`src/rtl/decode_slot_stop_update_core_defines.svh`:
```
// Assertion macros shared by the decode slot stop update RTL.
`ifndef DECODE_SLOT_STOP_UPDATE_CORE_DEFINES_SVH
`define DECODE_SLOT_STOP_UPDATE_CORE_DEFINES_SVH

`ifndef ASSERT_OFF

// Same-cycle implication, checked on every rising edge outside reset.
`define DSSU_ASSERT_IMPLY(label, clk_sig, rst_sig, ante, cons) \
  label: assert property (@(posedge clk_sig) disable iff (rst_sig) (ante) |-> (cons)) \
    else $error("assertion failed");

// Next-cycle implication, checked on every rising edge outside reset.
`define DSSU_ASSERT_NEXT(label, clk_sig, rst_sig, ante, cons) \
  label: assert property (@(posedge clk_sig) disable iff (rst_sig) (ante) |=> (cons)) \
    else $error("assertion failed");

`else

`define DSSU_ASSERT_IMPLY(label, clk_sig, rst_sig, ante, cons)
`define DSSU_ASSERT_NEXT(label, clk_sig, rst_sig, ante, cons)

`endif

`endif

```
`src/rtl/dssu_pkg.sv`:
```
// Types and constants for the decode slot stop update block.
`default_nettype none

package dssu_pkg;

  localparam int unsigned LEN_W       = 20;
  localparam int unsigned TOK_W       = 32;
  localparam int unsigned CNT_W       = 11;
  localparam int unsigned ENDCNT_W    = 3;
  localparam int unsigned CFG_IDX_W   = 3;
  localparam int unsigned CFG_DATA_W  = 32;
  localparam int unsigned NUM_END_TOKENS = 4;
  localparam int unsigned IN_W        = 168;
  localparam int unsigned OUT_W       = 152;

  localparam logic [LEN_W-1:0] LEN_MAX   = '1;
  localparam logic [CNT_W-1:0] CNT_MAX   = '1;
  localparam logic [TOK_W-1:0] TOKEN_NONE = '1;

  // Configuration register indexes.
  typedef enum logic [CFG_IDX_W-1:0] {
    REG_END_TOKEN_0     = 3'd0,
    REG_END_TOKEN_1     = 3'd1,
    REG_END_TOKEN_2     = 3'd2,
    REG_END_TOKEN_3     = 3'd3,
    REG_END_TOKEN_COUNT = 3'd4,
    REG_STOP_THRESHOLD  = 3'd5
  } cfg_reg_t;

  // Input word, first field in the highest bits.
  typedef struct packed {
    logic                    pad;
    logic                    active;
    logic [LEN_W-1:0]        max_decode_len;
    logic                    block_step;
    logic signed [TOK_W-1:0] kwargs_token;
    logic signed [TOK_W-1:0] sampled_token;
    logic [LEN_W-1:0]        len_decoder;
    logic [LEN_W-1:0]        len_encoder;
    logic [LEN_W-1:0]        len_this_time;
    logic                    slot_stopped;
    logic [LEN_W-1:0]        step_index;
  } in_word_t;

  // Result word, first field in the highest bits.
  typedef struct packed {
    logic [4:0]              pad;
    logic                    keep_running;
    logic                    token_write;
    logic signed [TOK_W-1:0] kwargs_token_out;
    logic signed [TOK_W-1:0] sampled_token_out;
    logic [LEN_W-1:0]        len_decoder_out;
    logic [LEN_W-1:0]        len_encoder_out;
    logic [LEN_W-1:0]        len_this_time_out;
    logic                    slot_stopped_out;
    logic [LEN_W-1:0]        step_index_out;
  } out_word_t;

endpackage

`default_nettype wire

```
`src/rtl/decode_slot_stop_update_core.sv`:
```
// Top level of the decode slot stop update block: per-slot stop and length bookkeeping.
// A word accepted at a rising edge sits in the input register and is worked into the
// result register when that is empty or being read, and offered on the master side.
// Throughput: one word per cycle with no gaps while the master side keeps tready high; the
// input register lets a new word in while the result register waits to be taken.
// Reset (synchronous, active high) empties both registers, clears the count, restores config.
`default_nettype none
`include "decode_slot_stop_update_core_defines.svh"

module decode_slot_stop_update_core
  import dssu_pkg::*;
(
  input  wire logic                  clk,
  input  wire logic                  rst,
  // Configuration write port.
  input  wire logic                  cfg_we,
  input  wire logic [CFG_IDX_W-1:0]  cfg_index,
  input  wire logic [CFG_DATA_W-1:0] cfg_data,
  // Slave side, one batch slot per word.
  input  wire logic                  s_axis_tvalid,
  output logic                       s_axis_tready,
  // step_index, slot_stopped, len_this_time, len_encoder, len_decoder, sampled_token,
  // kwargs_token, block_step, max_decode_len, active, one zero pad bit.
  input  wire logic [IN_W-1:0]       s_axis_tdata,
  input  wire logic                  s_axis_tlast,
  // Master side, one result per slot.
  output logic                       m_axis_tvalid,
  input  wire logic                  m_axis_tready,
  // step_index_out, slot_stopped_out, len_this_time_out, len_encoder_out, len_decoder_out,
  // sampled_token_out, kwargs_token_out, token_write, keep_running, five zero pad bits.
  output logic [OUT_W-1:0]           m_axis_tdata,
  output logic                       m_axis_tlast
);

  // Configuration registers. The end tokens are each read at their own place.
  logic [TOK_W-1:0]    end_tok [NUM_END_TOKENS];
  logic [ENDCNT_W-1:0] end_token_count;
  logic [CNT_W-1:0]    stop_threshold;

  always_ff @(posedge clk) begin
    if (rst) begin
      for (int i = 0; i < NUM_END_TOKENS; i++) begin
        end_tok[i] <= '0;
      end
      end_token_count <= ENDCNT_W'(1);
      stop_threshold  <= CNT_W'(1);
    end else if (cfg_we) begin
      unique case (cfg_index)
        REG_END_TOKEN_0:     end_tok[0]      <= cfg_data;
        REG_END_TOKEN_1:     end_tok[1]      <= cfg_data;
        REG_END_TOKEN_2:     end_tok[2]      <= cfg_data;
        REG_END_TOKEN_3:     end_tok[3]      <= cfg_data;
        REG_END_TOKEN_COUNT: end_token_count <= cfg_data[ENDCNT_W-1:0];
        REG_STOP_THRESHOLD:  stop_threshold  <= cfg_data[CNT_W-1:0];
        default: ;
      endcase
    end
  end

  // Input register. It lets the slave side take a word while the result register
  // still holds one that the master side has not yet taken.
  in_word_t in_word;
  logic     in_last;
  logic     in_valid;
  logic     advance;

  assign advance       = in_valid && (!m_axis_tvalid || m_axis_tready);
  assign s_axis_tready = !in_valid || advance;

  always_ff @(posedge clk) begin
    if (rst) begin
      in_valid <= 1'b0;
    end else if (s_axis_tready) begin
      in_valid <= s_axis_tvalid;
    end
    if (s_axis_tready && s_axis_tvalid) begin
      in_word <= in_word_t'(s_axis_tdata);
      in_last <= s_axis_tlast;
    end
  end

  // Per-slot update. A slot that is not stopped moves one step on, saturating; it
  // stops once the step count reaches its limit.
  logic [LEN_W-1:0]        step_new;
  logic                    stop_step;
  logic signed [TOK_W-1:0] tok_new;
  logic signed [TOK_W-1:0] kw_new;
  logic [ENDCNT_W-1:0]     cmp_count;
  logic                    end_match;
  logic                    stop_new;
  logic                    counts;
  logic [LEN_W:0]          len_sum;
  logic [LEN_W-1:0]        dec_new;
  logic [CNT_W-1:0]        stopped_count;
  logic [CNT_W-1:0]        count_inc;
  logic [CNT_W-1:0]        stopped_count_next;
  out_word_t               res_next;

  always_comb begin
    if (!in_word.slot_stopped && in_word.step_index != LEN_MAX) begin
      step_new = in_word.step_index + LEN_W'(1);
    end else begin
      step_new = in_word.step_index;
    end
    stop_step = in_word.slot_stopped || (step_new >= in_word.max_decode_len);

    // A stopped slot that did work this step takes the first end token in both copies;
    // a stopped idle slot shows no token and keeps its previous copy.
    if (stop_step) begin
      if (in_word.len_this_time == '0) begin
        tok_new = TOKEN_NONE;
        kw_new  = in_word.kwargs_token;
      end else begin
        tok_new = end_tok[0];
        kw_new  = end_tok[0];
      end
    end else begin
      tok_new = in_word.sampled_token;
      kw_new  = in_word.sampled_token;
    end

    // Only the first end_token_count tokens take part; larger counts mean all of them.
    cmp_count = (end_token_count > ENDCNT_W'(NUM_END_TOKENS)) ?
                ENDCNT_W'(NUM_END_TOKENS) : end_token_count;
    end_match = 1'b0;
    for (int i = 0; i < NUM_END_TOKENS; i++) begin
      if (ENDCNT_W'(i) < cmp_count && tok_new == end_tok[i]) begin
        end_match = 1'b1;
      end
    end
    stop_new = stop_step || end_match;

    // New decoded length: folds in a pending prompt, else adds one token; saturates, zero on stop.
    if (in_word.len_encoder != '0) begin
      len_sum = {1'b0, in_word.len_encoder} + {1'b0, in_word.len_decoder};
    end else begin
      len_sum = {1'b0, in_word.len_decoder} + (LEN_W+1)'(1);
    end
    if (stop_new) begin
      dec_new = '0;
    end else if (len_sum[LEN_W]) begin
      dec_new = LEN_MAX;
    end else begin
      dec_new = len_sum[LEN_W-1:0];
    end

    res_next                = '0;
    res_next.step_index_out = step_new;
    if (in_word.active) begin
      res_next.slot_stopped_out  = stop_new;
      res_next.len_this_time_out = stop_new ? '0 : LEN_W'(1);
      res_next.len_encoder_out   = '0;
      res_next.len_decoder_out   = dec_new;
      res_next.sampled_token_out = tok_new;
      res_next.kwargs_token_out  = kw_new;
      res_next.token_write       = 1'b1;
      counts                     = stop_new && !in_word.block_step;
    end else begin
      // Slots outside the batch pass their length and token fields through and always count as stopped.
      res_next.slot_stopped_out  = stop_step;
      res_next.len_this_time_out = in_word.len_this_time;
      res_next.len_encoder_out   = in_word.len_encoder;
      res_next.len_decoder_out   = in_word.len_decoder;
      res_next.sampled_token_out = in_word.sampled_token;
      res_next.kwargs_token_out  = in_word.kwargs_token;
      res_next.token_write       = 1'b0;
      counts                     = 1'b1;
    end

    // Running count of stopped slots, saturating; compared and cleared on the last slot.
    count_inc = (counts && stopped_count != CNT_MAX) ?
                stopped_count + CNT_W'(1) : stopped_count;
    res_next.keep_running = in_last && (count_inc < stop_threshold);
    stopped_count_next    = in_last ? '0 : count_inc;
  end

  // Result register and the running count, both moved only when a word goes through.
  out_word_t res;

  always_ff @(posedge clk) begin
    if (rst) begin
      m_axis_tvalid <= 1'b0;
      stopped_count <= '0;
    end else begin
      if (!m_axis_tvalid || m_axis_tready) begin
        m_axis_tvalid <= in_valid;
      end
      if (advance) begin
        stopped_count <= stopped_count_next;
      end
    end
    if (advance) begin
      res          <= res_next;
      m_axis_tlast <= in_last;
    end
  end

  assign m_axis_tdata = OUT_W'(res);

  // The stop verdict is only ever given with the last slot of a sweep.
  `DSSU_ASSERT_IMPLY(a_keep_only_last, clk, rst,
    m_axis_tvalid && res.keep_running, m_axis_tlast)
  // An active slot that keeps running reports one token this step, a stopped one none.
  `DSSU_ASSERT_IMPLY(a_active_len, clk, rst,
    m_axis_tvalid && res.token_write,
    res.len_this_time_out == (res.slot_stopped_out ? LEN_W'(0) : LEN_W'(1)))
  // A stopped active slot has its decoded length cleared.
  `DSSU_ASSERT_IMPLY(a_stopped_dec, clk, rst,
    m_axis_tvalid && res.token_write && res.slot_stopped_out, res.len_decoder_out == '0)
  // The count starts afresh after the last slot has gone through.
  `DSSU_ASSERT_NEXT(a_count_clear, clk, rst,
    advance && in_last, stopped_count == '0)

endmodule

`default_nettype wire
```
`config.mk`:
```
export PLATFORM = sky130hd
export DESIGN_NAME = decode_slot_stop_update_core
export DESIGN_NICKNAME = d
export VERILOG_FILES = /design/src/rtl/dssu_pkg.sv /design/src/rtl/decode_slot_stop_update_core.sv
export VERILOG_INCLUDE_DIRS = /design/src /design/src/rtl
export SDC_FILE = /design/constraint.sdc
export NUM_CORES = 1
export LEC_CHECK = 0
export BUFFER_PORTS_ARGS = -buffer_cell sky130_fd_sc_hd__buf_2
export CAP_MARGIN = 20
export CELL_PAD_IN_SITES_DETAIL_PLACEMENT = 0
export CELL_PAD_IN_SITES_GLOBAL_PLACEMENT = 1
export CORE_MARGIN = 2
export CORE_UTILIZATION = 36
export CTS_BUF_LIST = sky130_fd_sc_hd__clkbuf_8
export DETAILED_ROUTE_END_ITERATION = 8
export HOLD_SLACK_MARGIN = 0.06
export MAX_ROUTING_LAYER = met4
export PLACE_DENSITY = 0.77
export SYNTH_ARGS = -nofsm -noshare
export SYNTH_HDL_FRONTEND = slang
export SYNTH_SLANG_ARGS = --single-unit
```
`constraint.sdc`:
```
create_clock -name clk -period 10.2 [get_ports clk]
set_input_delay 1.53 -clock clk [delete_from_list [all_inputs] [get_ports clk]]
set_output_delay 1.53 -clock clk [all_outputs]
set_load 0.1 [all_outputs]
```
**Yosys cells after proc, flatten, opt, wreduce, memory -nomap -nowiden**

Memory sizes are Yosys's and may differ from the RTL's.
Cells that the tools add are included.

- Register bits after elaboration: 343
- RAM bits: 128
- Input bits: 209
- Output and inout bits: 155
- Memories: 1

- Add/sub/neg operators: 4
- Magnitude comparators: 7
- Eq/ne operators: 11
- Mux-type cells: 40
- Bitwise gates (word level): 4
- Reductions and logical operators: 23

Memories:

| memory | words | width | rd ports | clocked after Yosys merged registers in | write ports | RTL line | source |
|---|---|---|---|---|---|---|---|
| end_tok | 4 | 32 | 4 | 0 | 4 | decode_slot_stop_update_core.sv:36 | `logic [TOK_W-1:0] end_tok [NUM_END_TOKENS];` |

Operators with widths:

| cell | number |
|---|---|
| $mux W32 | 8 |
| $eq A32 B32 Y1 | 4 |
| $mux W126 | 1 |
| $mux W20 | 3 |
| $mux W1 | 24 |
| $mux W11 | 2 |
| $add A20 B1 Y21 const B | 1 |
| $add A20 B20 Y21 | 1 |
| $mux W21 | 1 |
| $add A20 B1 Y20 const B | 1 |
| $ge A20 B20 Y1 | 1 |
| $logic_not A20 Y1 | 1 |
| $ne A20 B20 Y1 const B | 1 |
| $reduce_bool A20 Y1 | 1 |
| $add A11 B1 Y11 const B | 1 |
| $lt A11 B11 Y1 | 1 |
| $ne A11 B11 Y1 const B | 1 |
| $logic_and A1 B1 Y1 | 10 |
| $eq A3 B2 Y1 const B | 2 |
| $eq A3 B3 Y1 const B | 2 |
| $lt A1 B3 Y1 const A | 2 |
| $lt A2 B3 Y1 const A | 2 |
| $logic_not A1 Y1 | 4 |
| $logic_or A1 B1 Y1 | 4 |
| 6 further kinds | 10 |

**Longest topological paths before layout**

- Word-level depth: 19
- Gate-level depth with buffers: 44
- Mapped depth without buffers: 38

**Worst setup path before layout**

OpenSTA, ideal clock, no wires.

- Path kind: register -> register
- Start: register in_word[7] in the netlist's numbering
- End: register res, in the netlist m_axis_tdata[146], data pin
- Setup time: 134 ps
- Data arrival time: 7461 ps
- Data required time: 10066 ps
- Slack: 2606 ps
- Cell stages (with the launch flop): 40
- Path buffers: 3
- Clock period less this slack: 7594 ps
- Cell sequence: edfxtp_1 -> and3_1 -> and3_1 -> nand3_1 -> nor2_1 -> nand3_1 -> nor2_1 -> and2_1 -> a41o_1 -> nor3_1 -> nand3_1 -> xnor2_1 -> ha_1 -> nand4_1 -> or3_4 -> o211ai_4 -> buf_6 -> mux2i_1 -> [... 4 more ...] -> or3b_1 -> buf_4 -> buf_6 -> nand2_1 -> xnor2_1 -> ha_1 -> a21oi_1 -> nor2b_1 -> o21ai_0 -> nand2b_1 -> a21oi_1 -> nor2b_1 -> o21ai_0 -> nand2b_1 -> a2111oi_0 -> nand3_1 -> a31oi_1 -> a221o_1

RTL lines:

| item | RTL line | source |
|---|---|---|
| start: declaration | decode_slot_stop_update_core.sv:62 | `in_word_t in_word;` |
| start signal: assignment | decode_slot_stop_update_core.sv:77 | `in_word <= in_word_t'(s_axis_tdata);` |
| end signal: assignment | decode_slot_stop_update_core.sv:193 | `res <= res_next;` |
| end: declaration | decode_slot_stop_update_core.sv:178 | `out_word_t res;` |

==> impl_results.md <==
* Tmin final at 9.41 ns
* Synth Flop Type: edfxtp_1
* Final-stage net count at 2482
* Crit-path max FO at 16
* Slew HR at 0.272
* Static Leak at 10.4 nW
* Area taken by multi-input logic gates at 7760 um^2
* CTS Sinks at 471
* Row count at 91
* Vias in the first global route at 16499
* Setup ws final at 0.791 ns
* Cell Area, Placed at 25200 um^2
* Iter 0 DRT Violations at 1779
* Total number of vias at 16737
* Root Buffer: clkbuf_8
* Number of vias per cell at 5.35
* Synth area leader: edfxtp_1
* Worst EP required at 10.73 ns
* Core area at 61700 um^2
* Setup TNS at 0 ns
* Wire length per cell at 25.7 um
* Worst VDD drop at 0.0000693 V
* Worst Path Arrival at 9.94 ns
* Seq cells post-synth at 471
* Die area at 64400 um^2
* # resized after CTS at 0
* Number of iterations in the first detailed-routing pass at 6
* Cell area after layout at 26800 um^2
* Sequential-to-total area share from yosys stat at 0.618
* Asr flop ratio synth at 0
* PwrDens at 180 nW/um^2
* Clk_lat worst skew at 0.68 ns
* Clk slew on worst S/H paths at 0.06 ns
* R2R setup slack at 0.79 ns
* Post-Route WL at 80300 um
* GPL Wtd Cong at 0.979
* Starting Density at 0.364
* Antenna violations before repair at 11
* Synth Cell Area at 22400 um^2
* Final Setup Violations at 0
* Synth warn at 0
* Critical setup path kind: reg -> reg
* Unrepaired setup endpoints after global routing: no
* Area growth syn-to-layout at 19.5%
* Worst setup EP type: flop
* Worst Setup SP: in_word[7]
* Overall Global Routing Usage at 0.252
* Synth Area per Inst at 12.2 um^2
* Placed Cells at 2968
* Main area contributors after synthesis: edfxtp_1 (59%), and2_1 (3.7%), ha_1 (2.9%)
* Status: complete, no violations
* Max Cap Viol at 0
* Chip width at 254 um
* GRT Residual Overflow at 0
* Worst r2r dst: m_axis_tdata[146]
* Final Hold Fails at 0
* CP endpoint: m_axis_tdata[146]
* Max stage delay on crit path at 0.96 ns
* Post-synth EDFFs at 444
* Max frequency at 106 MHz
* CTS H-tree lvls at 3
* Die H at 254 um
* Dpl hpwl at 59800 um
* Worst reg2reg startpoint: in_word[7]
* Post-Place Setup Slack at 0.975 ns
* CTS Buf Count at 81
* Post-Layout Cell Count at 3126
* Number of I/O pins at 364
* Critical-path top delay cell: a211oi_4
* Share of post-route cells with drive strength above 1 at 0.243
* Top-area cell type share of the netlist area at 0.594
* Synth cell types at 88
* Clock Path Buffers at 3
* Fillers at 5839
* Hold crit path type: reg -> reg
* Post-DRT Antenna Nets at 0
* Period utilization at 0.922
* First-pass GRT wire length at 114000 um
* # hold bufs at CTS at 0
* Startpoint types: flop
* Synth Instances at 1836
* Worst-Margin Slew at 1.09 ns
* Worst reg2reg path depth at 39
* Seq. cell area at 13900 um^2
* I/O Buffers at 357
* Clock skew at 0.0221 ns
* Max Slew Vio Count at 0
* TritonCTS clock tree: yes
* Drt drc at 0
* Largest net degree at the start of global routing at 161
-- power breakdown --
part	switching, W	leakage, nW	total, W	internal, W
registers	0.0000968	4.49	0.00235	0.00225
clock network	0.000803	0.858	0.00170	0.000894
logic	0.000582	5.02	0.000792	0.000210
-- worst max-delay path, delay by kind of cell, from the launching register on --
family	cells	cell delay (ns)
fa+ha+maj	2	0.52
xor+xnor	2	0.39
flops	1	0.43
buf+inv	2	0.40
simple gates	20	3.60
compound gates	13	3.91
-- synth_stat cells (all sizes together), types with 6 or more instances --
| cell type | count |
|---|---|
| a22oi | 7 |
| nand3 | 36 |
| a22o | 8 |
| or4 | 6 |
| nand4 | 25 |
| mux2i | 20 |
| o21ai | 33 |
| a21oi | 119 |
| xnor2 | 61 |
| nor3 | 34 |
| o221ai | 9 |
| dfxtp | 27 |
| o211ai | 6 |
| xor2 | 58 |
| or3 | 8 |
| a221oi | 9 |
| nor2b | 45 |
| a41oi | 7 |
| inv | 104 |
| a2111oi | 11 |
| o311ai | 8 |
| and2 | 133 |
| nand2 | 108 |
| ha | 52 |
| nor2 | 130 |
| o2bb2ai | 26 |
| a211oi | 11 |
| a31oi | 17 |
| buf | 35 |
| nor4 | 21 |
| edfxtp | 444 |
| nand2b | 10 |
| clkbuf | 67 |
| mux2 | 18 |
| a21o | 15 |
| o2111ai | 8 |
| and3 | 16 |
| o22ai | 28 |
-- cell type report --
| class | instances | area share |
|---|---|---|
| Sequential cell | 471 | 0.517 |
| Multi-Input combinational cell | 1163 | 0.289 |
| Timing Repair Buffer | 399 | 0.0805 |
| Inverter | 104 | 0.0147 |
| Antenna cell | 9 | 0.000840 |
| Tap cell | 837 | 0.0391 |
| Clock inverter | 59 | 0.0148 |
| Clock buffer | 84 | 0.0431 |
-- flip-flops by register name (all words and copies together), names as in the netlist --
register         count
end_tok            128
end_token_count      3
in_last              1
in_valid             1
in_word            167
m_axis_tdata       147
m_axis_tlast         1
m_axis_tvalid        1
stop_threshold      11
stopped_count       11
-- layer usage --
| layer | share of wire | GRT usage | routed length (um) | vias to the layer above |
|---|---|---|---|---|
| li1 | - | - | - | 7558 |
| met2 | 0.47 | 0.394 | 37900 | 721 |
| met3 | 0.070 | 0.0402 | 5610 | 104 |
| met1 | 0.43 | 0.338 | 34700 | 8354 |
| met4 | 0.026 | 0.0798 | 2060 | 0 |
| met5 | 0 | - | 0 | - |
-- layout by cell type (no fill, tap or decap), types with 16 or more instances in the layout --
cell type	count
a31oi_1	17
o22ai_1	28
nand2_1	105
buf_4	38
mux2i_1	17
and2_1	132
nor3_1	32
edfxtp_1	444
nor2b_1	45
buf_2	357
ha_1	52
nand3_1	36
nand4_1	25
xnor2_1	61
nor4_1	21
nor2_1	125
dfxtp_1	27
clkbuf_8	84
and3_1	16
a21oi_1	118
o21ai_0	31
clkinv_1	21
o2bb2ai_1	26
xor2_1	58
inv_1	118
-- cell families after synthesis --
| logic type | after synthesis | share of synthesized area |
|---|---|---|
| AND/OR/NAND/NOR | 589 | 0.137 |
| flip-flops | 471 | 0.618 |
| adder cells (fa/ha/maj) | 53 | 0.0299 |
| multiplexers | 38 | 0.0190 |
| XOR/XNOR | 119 | 0.0464 |
| AO/OA/AOI/OAI | 359 | 0.110 |
| buffers and inverters | 206 | 0.0395 |
| other | 1 | 0.000167 |
-- stage by stage --
step	hold slack, ns	util	total power [W]
floorplan	0.424	-	0.00290
global placement	0.448	0.408	0.00316
detailed placement	0.451	0.408	0.00317
CTS	0.461	0.433	0.00486
global route	0.480	0.434	0.00500
finish	0.457	0.434	0.00483
-- how the worst min path moves through the flow --
stage	to	cells after the start	start	slack (ns)
finish	stop_threshold[3]	2	stop_threshold[3]	0.46
global route	stop_threshold[2]	2	stop_threshold[2]	0.48
CTS	stop_threshold[2]	2	stop_threshold[2]	0.46
detailed placement	stop_threshold[2]	2	stop_threshold[2]	0.45
global placement	stop_threshold[2]	2	stop_threshold[2]	0.45
floorplan	m_axis_tlast	0	in_last	0.42
-- what timing repair did --
item                       4_1_cts  5_1_grt
setup buffers                    0        6
hold endpoints to repair         0        0
setup endpoints to repair        0        1
(Power assumes the default switching activity.)
